[config.mk]
export PLATFORM = sky130hd
export DESIGN_NAME = slice_flow_statistics_core
export DESIGN_NICKNAME = d
export VERILOG_FILES = /design/src/sv/sfs_pkg.sv /design/src/sv/slice_flow_statistics_core.sv
export SDC_FILE = /design/constraint.sdc
export NUM_CORES = 2
export LEC_CHECK = 0
export BUFFER_PORTS_ARGS = -buffer_cell sky130_fd_sc_hd__buf_2
export CAP_MARGIN = 0
export CORE_UTILIZATION = 55
export CTS_BUF_LIST = sky130_fd_sc_hd__clkbuf_8
export DETAILED_ROUTE_END_ITERATION = 7
export PLACE_DENSITY_LB_ADDON = 0.2
export SYNTH_ARGS = -nofsm -noshare
export SYNTH_HDL_FRONTEND = slang
export SYNTH_SLANG_ARGS = --single-unit
[constraint.sdc]
create_clock -name clock -period 9.9 [get_ports clock]
set_clock_uncertainty 0.1 [all_clocks]
set_input_delay 2.475 -clock clock [delete_from_list [all_inputs] [get_ports clock]]
set_output_delay 2.475 -clock clock [all_outputs]
set_load 0.1 [all_outputs]
[src/sv/sfs_pkg.sv]
// shared constants, types and helpers for the slice flow statistics core
package sfs_pkg;

   localparam int VALUE_W         = 32;
   localparam int SUM_W           = 49;
   localparam int ALU_W           = SUM_W + 1;
   localparam int CNT_W           = 17;
   localparam int SLICE_W         = 10;
   localparam int WIDTH_W         = 11;
   localparam int VOXEL_W         = 24;
   localparam int ENABLE_W        = 6;
   localparam int FIELD_N         = 6;
   localparam int MINMAX_N        = 3;
   localparam int MAX_SLICES      = 1024;
   localparam int MAX_SLICE_CELLS = 65536;
   localparam int CELL_TYPE_W     = 8;
   localparam int CELL_SOLID      = 1;
   localparam int KIND_W          = 2;
   localparam int PROD_W          = SLICE_W + 3 + VOXEL_W + 1;
   localparam int DIV_CNT_W       = $clog2(SUM_W);

   localparam int CSR_INDEX_W     = 2;
   localparam int CSR_DATA_W      = VOXEL_W;

   localparam int REQ_TDATA_W     = FIELD_N * VALUE_W;
   localparam int RSP_FIELDS_W    = SLICE_W + VALUE_W + 2 * CNT_W + 3 * VALUE_W;
   localparam int RSP_TDATA_W     = ((RSP_FIELDS_W + 7) / 8) * 8;
   localparam int RSP_PAD_W       = RSP_TDATA_W - RSP_FIELDS_W;

   typedef enum logic [CSR_INDEX_W-1:0] {
      CSR_GRID_WIDTH   = 2'd0,
      CSR_VOXEL_SIZE   = 2'd1,
      CSR_FIELD_ENABLE = 2'd2
   } csr_index_type;

   typedef enum logic [KIND_W-1:0] {
      KIND_SPEED     = 2'd0,
      KIND_PRESSURE  = 2'd1,
      KIND_VORTICITY = 2'd2,
      KIND_VELOCITY  = 2'd3
   } rec_kind_type;

   // clamp a wide signed result to the value range
   function automatic logic signed [VALUE_W-1:0] sat_value(input logic [ALU_W-1:0] v);
      logic signed [VALUE_W-1:0] r;
      if (!v[ALU_W-1] && (|v[ALU_W-2:VALUE_W-1])) begin
         r = {1'b0, {(VALUE_W-1){1'b1}}};
      end else if (v[ALU_W-1] && !(&v[ALU_W-2:VALUE_W-1])) begin
         r = {1'b1, {(VALUE_W-1){1'b0}}};
      end else begin
         r = v[VALUE_W-1:0];
      end
      return r;
   endfunction

endpackage

[src/sv/slice_flow_statistics_core.sv]
// slice flow statistics core: per-slice min, max and mean over a cell stream
//
//   channel   dir   handshake              payload
//   req_*     in    req_tvalid/req_tready  tdata six Q16.16 values, tuser cell type,
//                                          tlast slice end
//   rsp_*     out   rsp_tvalid/rsp_tready  tdata slice record, tuser record kind,
//                                          tlast fourth record
//   csr_*     in    csr_we                 csr_index, csr_wdata
//
// a solid or overflow cell skips the adder; a fluid cell sends one field per cycle
// through the shared 50-bit adder
// a slice-ending cell then computes the world position (multiply, magnitude, sign), then each mean
// (six means, one quotient bit per cycle on the same adder), skipped for an empty slice
// then four records go out, one per rsp handshake; req_tready stays low until the last
// reset is synchronous and clears counters, extremes, sums and the slice index, and sets the csr defaults
// a stalled rsp side just holds the current record; only csr writes still take effect meanwhile
module slice_flow_statistics_core (
   input  logic                                  clock,
   input  logic                                  reset,
   input  logic                                  req_tvalid,
   output logic                                  req_tready,
   // speed, pressure, vorticity, vel_x, vel_y, vel_z from bit 0 up
   input  logic [sfs_pkg::REQ_TDATA_W-1:0]       req_tdata,
   // cell class byte
   input  logic [sfs_pkg::CELL_TYPE_W-1:0]       req_tuser,
   input  logic                                  req_tlast,
   output logic                                  rsp_tvalid,
   input  logic                                  rsp_tready,
   // slice index, world x, fluid count, solid count, value a, value b, value c, zero pad
   output logic [sfs_pkg::RSP_TDATA_W-1:0]       rsp_tdata,
   // record_kind
   output logic [sfs_pkg::KIND_W-1:0]            rsp_tuser,
   output logic                                  rsp_tlast,
   input  logic                                  csr_we,
   input  logic [sfs_pkg::CSR_INDEX_W-1:0]       csr_index,
   input  logic [sfs_pkg::CSR_DATA_W-1:0]        csr_wdata
);
   import sfs_pkg::*;

   typedef enum logic [3:0] {
      S_IDLE,
      S_ACCUM,
      S_WORLD_MUL,
      S_WORLD_ABS,
      S_WORLD_SIGN,
      S_DIV_LOAD,
      S_DIV_RUN,
      S_DIV_SIGN,
      S_EMIT
   } state_type;

   // control and accumulator state
   state_type                   state_ff, state_in;
   logic [2:0]                  unit_idx_ff, unit_idx_in;
   logic [DIV_CNT_W-1:0]        bit_cnt_ff, bit_cnt_in;
   logic                        rsp_valid_ff, rsp_valid_in;
   logic [SLICE_W-1:0]          slice_ctr_ff, slice_ctr_in;
   logic [CNT_W-1:0]            fluid_ff, fluid_in;
   logic [CNT_W-1:0]            solid_ff, solid_in;
   logic signed [VALUE_W-1:0]   min_ff [MINMAX_N];
   logic signed [VALUE_W-1:0]   min_in [MINMAX_N];
   logic signed [VALUE_W-1:0]   max_ff [MINMAX_N];
   logic signed [VALUE_W-1:0]   max_in [MINMAX_N];
   logic signed [SUM_W-1:0]     sum_ff [FIELD_N];
   logic signed [SUM_W-1:0]     sum_in [FIELD_N];
   logic [WIDTH_W-1:0]          grid_width_ff, grid_width_in;
   logic [VOXEL_W-1:0]          voxel_ff, voxel_in;
   logic [ENABLE_W-1:0]         field_en_ff, field_en_in;

   // payload registers
   logic signed [VALUE_W-1:0]   cell_val_ff [FIELD_N];
   logic signed [VALUE_W-1:0]   cell_val_in [FIELD_N];
   logic                        cell_end_ff, cell_end_in;
   logic [SUM_W-1:0]            quo_ff, quo_in;
   logic [CNT_W-1:0]            rem_ff, rem_in;
   logic                        neg_ff, neg_in;
   logic signed [PROD_W-1:0]    prod_ff, prod_in;
   logic signed [VALUE_W-1:0]   world_ff, world_in;
   logic signed [VALUE_W-1:0]   mean_ff [FIELD_N];
   logic signed [VALUE_W-1:0]   mean_in [FIELD_N];

   // shared adder
   logic [ALU_W-1:0]            alu_a, alu_b, alu_res;
   logic                        alu_sub;

   logic signed [SUM_W-1:0]     sum_sel;
   logic signed [VALUE_W-1:0]   val_sel;
   logic                        en_sel;
   logic [1:0]                  mm_idx;
   logic [WIDTH_W-1:0]          width_clamped;
   logic signed [SLICE_W+2:0]   slice_offset;
   logic [CNT_W:0]              cell_total;
   logic                        req_fire, rsp_fire, no_fluid;
   logic signed [VALUE_W-1:0]   value_a, value_b, value_c;

   assign req_tready = (state_ff == S_IDLE);
   assign req_fire   = req_tvalid && req_tready;
   assign rsp_fire   = rsp_valid_ff && rsp_tready;
   assign no_fluid   = (fluid_ff == '0);
   assign cell_total = {1'b0, fluid_ff} + {1'b0, solid_ff};

   // one index register walks fields, means and records
   assign sum_sel = (unit_idx_ff < 3'(FIELD_N)) ? sum_ff[unit_idx_ff] : '0;
   assign val_sel = (unit_idx_ff < 3'(FIELD_N)) ? cell_val_ff[unit_idx_ff] : '0;
   assign en_sel  = (unit_idx_ff < 3'(FIELD_N)) ? field_en_ff[unit_idx_ff] : 1'b0;
   assign mm_idx  = (unit_idx_ff < 3'(MINMAX_N)) ? unit_idx_ff[1:0] : 2'd0;

   // width of 0 acts as 1, anything above the slice limit as the limit
   always_comb begin
      if (grid_width_ff == '0) begin
         width_clamped = WIDTH_W'(1);
      end else if (grid_width_ff > WIDTH_W'(MAX_SLICES)) begin
         width_clamped = WIDTH_W'(MAX_SLICES);
      end else begin
         width_clamped = grid_width_ff;
      end
   end

   // 2 * slice - width, so the half-width offset stays exact
   assign slice_offset = $signed({2'b00, slice_ctr_ff, 1'b0}) - $signed({2'b00, width_clamped});

   // operand select for the shared adder
   always_comb begin
      alu_a   = '0;
      alu_b   = '0;
      alu_sub = 1'b0;
      case (state_ff)
         S_ACCUM: begin
            // running sum plus the current field value
            alu_a = {{(ALU_W-SUM_W){sum_sel[SUM_W-1]}}, sum_sel};
            alu_b = {{(ALU_W-VALUE_W){val_sel[VALUE_W-1]}}, val_sel};
         end
         S_WORLD_ABS: begin
            // |product| + 1, halved on write-back for round half away from zero
            alu_a   = ALU_W'(1);
            alu_b   = {{(ALU_W-PROD_W){prod_ff[PROD_W-1]}}, prod_ff};
            alu_sub = prod_ff[PROD_W-1];
         end
         S_DIV_LOAD: begin
            // dividend = |sum| + count / 2
            alu_a   = ALU_W'(fluid_ff >> 1);
            alu_b   = {{(ALU_W-SUM_W){sum_sel[SUM_W-1]}}, sum_sel};
            alu_sub = sum_sel[SUM_W-1];
         end
         S_DIV_RUN: begin
            // trial subtract of the divisor from the shifted remainder
            alu_a   = ALU_W'({rem_ff, quo_ff[SUM_W-1]});
            alu_b   = ALU_W'(fluid_ff);
            alu_sub = 1'b1;
         end
         S_WORLD_SIGN, S_DIV_SIGN: begin
            // restore the sign of a magnitude
            alu_b   = ALU_W'(quo_ff);
            alu_sub = neg_ff;
         end
         default: begin
            alu_sub = 1'b0;
         end
      endcase
   end

   assign alu_res = alu_a + (alu_sub ? ~alu_b : alu_b) + ALU_W'(alu_sub);

   // next-state logic
   always_comb begin
      state_in      = state_ff;
      unit_idx_in   = unit_idx_ff;
      bit_cnt_in    = bit_cnt_ff;
      rsp_valid_in  = rsp_valid_ff;
      slice_ctr_in  = slice_ctr_ff;
      fluid_in      = fluid_ff;
      solid_in      = solid_ff;
      min_in        = min_ff;
      max_in        = max_ff;
      sum_in        = sum_ff;
      grid_width_in = grid_width_ff;
      voxel_in      = voxel_ff;
      field_en_in   = field_en_ff;
      cell_val_in   = cell_val_ff;
      cell_end_in   = cell_end_ff;
      quo_in        = quo_ff;
      rem_in        = rem_ff;
      neg_in        = neg_ff;
      prod_in       = prod_ff;
      world_in      = world_ff;
      mean_in       = mean_ff;

      if (csr_we) begin
         case (csr_index)
            CSR_GRID_WIDTH:   grid_width_in = csr_wdata[WIDTH_W-1:0];
            CSR_VOXEL_SIZE:   voxel_in      = csr_wdata[VOXEL_W-1:0];
            CSR_FIELD_ENABLE: field_en_in   = csr_wdata[ENABLE_W-1:0];
            default: begin
               grid_width_in = grid_width_ff;
            end
         endcase
      end

      case (state_ff)
         S_IDLE: begin
            if (req_fire) begin
               for (int i = 0; i < FIELD_N; i++) begin
                  cell_val_in[i] = req_tdata[i*VALUE_W +: VALUE_W];
               end
               cell_end_in = req_tlast;
               unit_idx_in = '0;
               // cells past the slice capacity are dropped, slice end still counts
               if (cell_total < (CNT_W+1)'(MAX_SLICE_CELLS)) begin
                  if (req_tuser == CELL_TYPE_W'(CELL_SOLID)) begin
                     solid_in = solid_ff + CNT_W'(1);
                     state_in = req_tlast ? S_WORLD_MUL : S_IDLE;
                  end else begin
                     fluid_in = fluid_ff + CNT_W'(1);
                     state_in = S_ACCUM;
                  end
               end else begin
                  state_in = req_tlast ? S_WORLD_MUL : S_IDLE;
               end
            end
         end
         S_ACCUM: begin
            if (en_sel) begin
               sum_in[unit_idx_ff] = alu_res[SUM_W-1:0];
               if (unit_idx_ff < 3'(MINMAX_N)) begin
                  if (val_sel < min_ff[mm_idx]) min_in[mm_idx] = val_sel;
                  if (val_sel > max_ff[mm_idx]) max_in[mm_idx] = val_sel;
               end
            end
            if (unit_idx_ff == 3'(FIELD_N - 1)) begin
               unit_idx_in = '0;
               state_in    = cell_end_ff ? S_WORLD_MUL : S_IDLE;
            end else begin
               unit_idx_in = unit_idx_ff + 3'd1;
            end
         end
         S_WORLD_MUL: begin
            // slice offset sign-extended, voxel size zero-extended to the product width
            prod_in  = $signed({{(PROD_W-SLICE_W-3){slice_offset[SLICE_W+2]}}, slice_offset})
                       * $signed({{(PROD_W-VOXEL_W){1'b0}}, voxel_ff});
            state_in = S_WORLD_ABS;
         end
         S_WORLD_ABS: begin
            quo_in   = alu_res[ALU_W-1:1];
            neg_in   = prod_ff[PROD_W-1];
            state_in = S_WORLD_SIGN;
         end
         S_WORLD_SIGN: begin
            world_in    = sat_value(alu_res);
            unit_idx_in = '0;
            if (no_fluid) begin
               rsp_valid_in = 1'b1;
               state_in     = S_EMIT;
            end else begin
               state_in = S_DIV_LOAD;
            end
         end
         S_DIV_LOAD: begin
            quo_in     = alu_res[SUM_W-1:0];
            rem_in     = '0;
            neg_in     = sum_sel[SUM_W-1];
            bit_cnt_in = '0;
            state_in   = S_DIV_RUN;
         end
         S_DIV_RUN: begin
            if (!alu_res[ALU_W-1]) begin
               rem_in = alu_res[CNT_W-1:0];
               quo_in = {quo_ff[SUM_W-2:0], 1'b1};
            end else begin
               rem_in = {rem_ff[CNT_W-2:0], quo_ff[SUM_W-1]};
               quo_in = {quo_ff[SUM_W-2:0], 1'b0};
            end
            bit_cnt_in = bit_cnt_ff + DIV_CNT_W'(1);
            if (bit_cnt_ff == DIV_CNT_W'(SUM_W - 1)) begin
               state_in = S_DIV_SIGN;
            end
         end
         S_DIV_SIGN: begin
            if (unit_idx_ff < 3'(FIELD_N)) begin
               mean_in[unit_idx_ff] = sat_value(alu_res);
            end
            if (unit_idx_ff == 3'(FIELD_N - 1)) begin
               unit_idx_in  = '0;
               rsp_valid_in = 1'b1;
               state_in     = S_EMIT;
            end else begin
               unit_idx_in = unit_idx_ff + 3'd1;
               state_in    = S_DIV_LOAD;
            end
         end
         S_EMIT: begin
            if (rsp_fire) begin
               if (unit_idx_ff == 3'(KIND_VELOCITY)) begin
                  // slice done: next slice index, accumulators back to empty
                  rsp_valid_in = 1'b0;
                  unit_idx_in  = '0;
                  state_in     = S_IDLE;
                  if ({1'b0, slice_ctr_ff} + WIDTH_W'(1) >= width_clamped) begin
                     slice_ctr_in = '0;
                  end else begin
                     slice_ctr_in = slice_ctr_ff + SLICE_W'(1);
                  end
                  fluid_in = '0;
                  solid_in = '0;
                  for (int i = 0; i < MINMAX_N; i++) begin
                     min_in[i] = {1'b0, {(VALUE_W-1){1'b1}}};
                     max_in[i] = {1'b1, {(VALUE_W-1){1'b0}}};
                  end
                  for (int i = 0; i < FIELD_N; i++) begin
                     sum_in[i] = '0;
                  end
               end else begin
                  unit_idx_in = unit_idx_ff + 3'd1;
               end
            end
         end
         default: begin
            state_in = S_IDLE;
         end
      endcase
   end

   always_ff @(posedge clock) begin
      cell_val_ff <= cell_val_in;
      cell_end_ff <= cell_end_in;
      quo_ff      <= quo_in;
      rem_ff      <= rem_in;
      neg_ff      <= neg_in;
      prod_ff     <= prod_in;
      world_ff    <= world_in;
      mean_ff     <= mean_in;
      if (reset) begin
         state_ff      <= S_IDLE;
         unit_idx_ff   <= '0;
         bit_cnt_ff    <= '0;
         rsp_valid_ff  <= 1'b0;
         slice_ctr_ff  <= '0;
         fluid_ff      <= '0;
         solid_ff      <= '0;
         for (int i = 0; i < MINMAX_N; i++) begin
            min_ff[i] <= {1'b0, {(VALUE_W-1){1'b1}}};
            max_ff[i] <= {1'b1, {(VALUE_W-1){1'b0}}};
         end
         for (int i = 0; i < FIELD_N; i++) begin
            sum_ff[i] <= '0;
         end
         grid_width_ff <= WIDTH_W'(1);
         voxel_ff      <= VOXEL_W'(65536);
         field_en_ff   <= '1;
      end else begin
         state_ff      <= state_in;
         unit_idx_ff   <= unit_idx_in;
         bit_cnt_ff    <= bit_cnt_in;
         rsp_valid_ff  <= rsp_valid_in;
         slice_ctr_ff  <= slice_ctr_in;
         fluid_ff      <= fluid_in;
         solid_ff      <= solid_in;
         min_ff        <= min_in;
         max_ff        <= max_in;
         sum_ff        <= sum_in;
         grid_width_ff <= grid_width_in;
         voxel_ff      <= voxel_in;
         field_en_ff   <= field_en_in;
      end
   end

   // record select: an empty slice reports zeros in every value field
   always_comb begin
      if (no_fluid) begin
         value_a = '0;
         value_b = '0;
         value_c = '0;
      end else if (unit_idx_ff == 3'(KIND_VELOCITY)) begin
         value_a = mean_ff[3];
         value_b = mean_ff[4];
         value_c = mean_ff[5];
      end else begin
         value_a = min_ff[mm_idx];
         value_b = max_ff[mm_idx];
         value_c = mean_ff[mm_idx];
      end
   end

   assign rsp_tvalid = rsp_valid_ff;
   assign rsp_tuser  = unit_idx_ff[KIND_W-1:0];
   assign rsp_tlast  = (unit_idx_ff == 3'(KIND_VELOCITY));
   assign rsp_tdata  = {{RSP_PAD_W{1'b0}}, value_c, value_b, value_a,
                        solid_ff, fluid_ff, world_ff, slice_ctr_ff};

   // the block never takes a request while a record is pending
   assert property (@(posedge clock) disable iff (reset)
      !(req_tready && rsp_tvalid))
      else $error("request accepted while a record is pending");

   // last record of a slice empties the counters
   assert property (@(posedge clock) disable iff (reset)
      (rsp_tvalid && rsp_tready && rsp_tlast) |=> (fluid_ff == '0 && solid_ff == '0))
      else $error("slice counters not cleared after last record");

   // cell count never passes the slice capacity
   assert property (@(posedge clock) disable iff (reset)
      ((CNT_W+1)'(fluid_ff) + (CNT_W+1)'(solid_ff) <= (CNT_W+1)'(MAX_SLICE_CELLS)))
      else $error("slice cell count beyond capacity");

   // divider remainder stays below the divisor
   assert property (@(posedge clock) disable iff (reset)
      (state_ff == S_DIV_RUN) |-> (rem_ff < fluid_ff))
      else $error("divider remainder out of range");

endmodule
Word-level counts from Yosys, hierarchy flattened
Index checks and enable logic that the tools add are counted.
{"block": "totals", "input_bits": 232, "output_inout_bits": 181, "regBits": 1107}
{"block": "classes", "n_addsub": 10, "bitwise_logic": 3, "eq_ne": 28, "multipliers": 1, "n_lt_le_gt_ge": 13, "n_reduce_logical": 37, "n_mux": 102}
{"op": "96-bit 2-to-1 mux", "count": 10}
{"op": "294-bit 2-to-1 mux", "count": 3}
{"op": "32-bit 2-to-1 mux", "count": 21}
{"op": "294-bit case mux with 2 select lines", "count": 1}
{"op": "96-bit case mux with 2 select lines", "count": 2}
{"op": "294-bit bitwise mux", "count": 1}
{"op": "50-bit case mux with 5 select lines", "count": 1}
{"op": "50-bit case mux with 4 select lines", "count": 1}
{"op": "49-bit 2-to-1 mux", "count": 4}
{"op": "32-bit binary-select mux with 3-bit select", "count": 2}
{"op": "192-bit bitwise mux", "count": 1}
{"op": "96-bit bitwise mux", "count": 2}
{"op": "17-bit 2-to-1 mux", "count": 9}
{"op": "49-bit binary-select mux with 3-bit select", "count": 1}
{"op": "49-bit demux with 3-bit select", "count": 1}
{"op": "49-bit case mux with 3 select lines", "count": 1}
{"op": "32-bit binary-select mux with 2-bit select", "count": 2}
{"op": "17-bit case mux with 2 select lines", "count": 3}
{"op": "32-bit demux with 3-bit select", "count": 1}
{"op": "32-bit demux with 2-bit select", "count": 1}
{"op": "50-bit by 1-bit adder with 50-bit output", "count": 1}
{"op": "50-bit adder", "count": 1}
{"op": "50-bit 2-to-1 mux", "count": 1}
{"op": "50-bit inverter", "count": 1}
{"op": "other kinds (65)", "count": 122}

Longest topological paths before layout
{"block": "depth", "ltp_word": 18, "mapped_depth": 40}

Least setup slack after synthesis
Ideal clock, no wire load.
{"block": "synth_timing", "path_type": "register to register", "start": "register slice_ctr_ff[0]", "end": "register prod_ff[36], data pin", "period_less_slack_ps": 8701, "path_slack_ps": 1199, "arrival_time_ps": 8342, "required_time_ps": 9541, "path_stages_with_launch": 38, "path_buffers": 1, "path_cell_list": "dfxtp_1 inv_1 fa_1 nor2b_1 o21ai_0 nand2_1 a21oi_1 o21ai_0 a21oi_1 nor2b_1 o21ai_0 nand2_1 a21oi_1 xnor2_1 clkbuf_1 nand2_1 fa_1 fa_1 [... 2 more ...] fa_1 inv_1 fa_1 inv_1 ha_1 a21o_1 a21oi_1 nand2_1 o21ai_0 a21oi_1 o31a_1 a21o_1 nand2_1 a21boi_0 o41ai_1 o2111a_1 a21oi_1 xnor2_1"}
{"block": "synth_between", "elab_chain_cells": 2}
{"item": "start, declared", "line": "slice_flow_statistics_core.sv:57", "text": "logic [SLICE_W-1:0] slice_ctr_ff, slice_ctr_in;"}
{"item": "start signal, assigned", "line": "slice_flow_statistics_core.sv:354", "text": "slice_ctr_ff <= slice_ctr_in;"}
{"item": "11-bit by 11-bit subtractor with 12-bit output", "line": "slice_flow_statistics_core.sv:120", "text": "assign slice_offset = $signed({2'b00, slice_ctr_ff, 1'b0}) - $signed({2'b00, width_clamped});"}
{"item": "12-bit by 25-bit multiplier with 37-bit output", "line": "slice_flow_statistics_core.sv:239", "text": "* $signed({{(PROD_W-VOXEL_W){1'b0}}, voxel_ff});"}
{"item": "end signal, assigned", "line": "slice_flow_statistics_core.sv:328", "text": "prod_ff <= prod_in;"}
{"item": "end, declared", "line": "slice_flow_statistics_core.sv:77", "text": "logic signed [PROD_W-1:0] prod_ff, prod_in;"}
Every way passes these cells.
A chain may end at the register's enable or synchronous reset.

Worst setup path after layout
{"block": "layout_timing", "start": "register grid_width_ff[10]", "end": "register prod_ff[35], data pin"}
{"block": "layout_between", "elab_chain_cells": 5}
{"item": "start, declared", "line": "slice_flow_statistics_core.sv:66", "text": "logic [WIDTH_W-1:0] grid_width_ff, grid_width_in;"}
{"item": "start signal, assigned", "line": "slice_flow_statistics_core.sv:360", "text": "grid_width_ff <= grid_width_in;"}
{"item": "11-bit greater-than comparator", "line": "slice_flow_statistics_core.sv:112", "text": "end else if (grid_width_ff > WIDTH_W'(MAX_SLICES)) begin"}
{"item": "11-bit 2-to-1 mux", "line": "slice_flow_statistics_core.sv:112"}
{"item": "11-bit 2-to-1 mux *", "line": "slice_flow_statistics_core.sv:110", "text": "if (grid_width_ff == '0) begin"}
{"item": "11-bit by 11-bit subtractor with 12-bit output *", "line": "slice_flow_statistics_core.sv:120"}
{"item": "12-bit by 25-bit multiplier with 37-bit output *", "line": "slice_flow_statistics_core.sv:239"}
Every way passes the cells marked *; elsewhere a longest branch is shown, timed or not.

==> results.json <==
{
  "dp_slack_ns": 0.749,
  "critPathBufInv": 6,
  "cts_made_buffers": 181,
  "leakage_nw": 27.0,
  "ant_nets": 0,
  "netlist-cell-type-count": 88,
  "slew_headroom_pct": 19.4,
  "seq_area_sq_um": 27400,
  "wl_met1_um": 74600,
  "design.die.area_sq_um": 110000,
  "start_util_pct": 55.5,
  "htree_levels": 4,
  "drc": 0,
  "multi_input_area_sq_um": 29600,
  "required_ns": 10.42,
  "period_share_pct": 91.1,
  "power-per-cell-area_nw_per_um2": 228,
  "min_path_type": "flop to flop",
  "ir_drop_uv": 154,
  "min_period_ns": 9.02,
  "ys.flop_type": "dfxtp_1",
  "antenna_found_initial": 9,
  "synth_area_sq_um": 59500,
  "vias": 49628,
  "finalHoldViolCount": 0,
  "hold_buffers": 0,
  "final_common_cell": "nor2_1",
  "top_layer_used": "met5",
  "drt-initial-drc-count": 6067,
  "firstDrtPassIters": 7,
  "cts_root_buffer": "clkbuf_8",
  "wirelength_um": 194000,
  "synth-seq-area-share_pct": 46.0,
  "crit_slowest_cell": "xor2_1",
  "fmax_ghz": 0.111,
  "io_buffers": 408,
  "syn_avg_cell_area_sq_um": 10.0,
  "core_sq_um": 107000,
  "post-dp-hpwl_um": 133000,
  "wl_met3_um": 17700,
  "areaGrowthSynthToFinish_pct": 12.5,
  "clock_latency_ns": 0.90,
  "setup_slack_ns": 0.880,
  "maxCapViolCount": 0,
  "critical_path_class": "flop to flop",
  "cts_num_sinks": 1106,
  "grt_use_total_pct": 34.9,
  "die_h_um": 331,
  "maxSlewViolCount": 0,
  "critical_path_peak_fanout": 14,
  "worst_pin_slew_ns": 1.20,
  "crit_arrival_ns": 9.54,
  "grt_pass1_vias": 47207,
  "gp_congestion": 0.960,
  "final_cell_mix": "686 x nor2_1, 582 x dfxtp_1, 521 x edfxtp_1",
  "crit_family": "adder cells",
  "met2WireLength_um": 91200,
  "fin_nets": 7003,
  "synth_edf_count": 521,
  "critPathCaptureType": "flop",
  "drive_gt1_share_pct": 14.7,
  "viasPerCell": 6.32,
  "place_area_sq_um": 63400,
  "synth_seq_cells": 1106,
  "cts_tree": "yes",
  "grt_overflow": 0,
  "rsz0062_at_grt": "no",
  "n_fill_cell": 8936,
  "rows": 120,
  "status": "finished clean",
  "critPathLaunchType": "flop",
  "grt_pass1_wl_um": 289000,
  "cpMostUsedCell": "fa_1",
  "synthArstFlopShare_pct": 0,
  "setup_viol": 0,
  "clk_pin_slew_worst_paths_ns": 0.06,
  "max_stage_delay_ns": 0.84,
  "grt_max_degree": 196,
  "fin_tns_setup_ns": 0,
  "fin_area_sq_um": 67000,
  "wl_per_cell_um": 24.7,
  "die_w_um": 331,
  "synthesis.instances": 5944,
  "num_io_pins": 413,
  "yosysWarnings": 0,
  "clockBufferDepth": 3
}
path summary, 6_finish.rpt:
path / to / startpoint / slack, ns / cells after the start
worst max-delay path: prod_ff[35] / grid_width_ff[10] / 0.88 / 32
worst min-delay path: min_ff[82] / min_ff[82] / 0.36 / 1
worst max register to register: prod_ff[35] / grid_width_ff[10] / 0.88 / 32
worst min register to register: min_ff[82] / min_ff[82] / 0.36 / 1
cell families after synthesis:
group,Yosys count,share of synthesized area [%]
other,1,0.00630
adders and majority gates,482,12.9
xor gates and xnor gates,123,1.84
buffers and inverters,787,5.05
muxes,149,2.85
and+or+nand+nor,1649,12.3
AOI/OAI and AO/OA,1647,19.1
DFF,1106,46.0
flip-flops by register name, indices dropped and copies added, names as in the netlist, 24 cells and up:
| name | flops |
|---|---|
| max_ff | 96 |
| quo_ff | 49 |
| min_ff | 96 |
| sum_ff | 294 |
| mean_ff | 192 |
| voxel_ff | 24 |
| cell_val_ff | 192 |
| prod_ff | 37 |
| world_ff | 32 |
power by group:
group / switching (W) / leakage [nW] / total [W] / internal [W]
registers: 0.000134 / 9.53 / 0.00550 / 0.00537
logic: 0.00417 / 15.3 / 0.00588 / 0.00171
clock network: 0.00194 / 2.12 / 0.00392 / 0.00198
cells in the mapped netlist, types with 39 or more instances:
cell type | n | area share (%)
nor2_1 | 704 | 4.4
dfxtp_1 | 585 | 20
edfxtp_1 | 521 | 26
a22oi_1 | 465 | 5.9
nand2_1 | 451 | 2.8
clkbuf_1 | 383 | 2.4
inv_1 | 357 | 2.3
a21oi_1 | 316 | 2.7
ha_1 | 258 | 5.4
o21ai_0 | 253 | 2.1
fa_1 | 223 | 7.5
o22a_1 | 124 | 1.8
mux2i_1 | 112 | 1.9
nand3_1 | 93 | 0.78
nand2b_1 | 86 | 0.90
xnor2_1 | 86 | 1.3
and2_1 | 76 | 0.80
a21o_1 | 72 | 0.91
nor3_1 | 68 | 0.57
a22o_1 | 63 | 0.93
o22ai_1 | 41 | 0.43
o21ai_1 | 39 | 0.33
per-stage QoR:
| stage | power [W] | hold WS [ns] | util [%] | cells |
|---|---|---|---|---|
| 2_1_floorplan | 0.00951 | 0.327 | - | 5947 |
| 3_3_place_gp | 0.0113 | 0.338 | 59.2 | 7510 |
| 3_5_place_dp | 0.0114 | 0.341 | 59.2 | 7510 |
| 4_1_cts | 0.0153 | 0.360 | 62.5 | 7845 |
| 5_1_grt | 0.0160 | 0.372 | 62.5 | 7853 |
| 6_report | 0.0153 | 0.357 | 62.5 | 7854 |
layer usage:
layer	vias up	track usage, %
li1	22077	-
met1	24360	44.4
met2	2638	56.6
met3	549	6.64
met4	4	18.6
met5	-	0
repair_timing:
action	in CTS	in global routing
buffers inserted	0	0
resized for setup	0	1
hold endpoints to repair	0	0
endpoints found under the setup margin	0	1
layout make-up:
| type | count | share of cell area [%] |
|---|---|---|
| clock inverters | 136 | 1.17 |
| well taps | 1403 | 2.62 |
| inverters | 361 | 2.02 |
| diodes | 9 | 0.0336 |
| multi-input cells | 4054 | 44.1 |
| clock buffers | 199 | 4.09 |
| repair buffers | 586 | 5.11 |
| flip-flops and latches | 1106 | 40.8 |
Note: power is estimated with default switching activity, not from simulation.
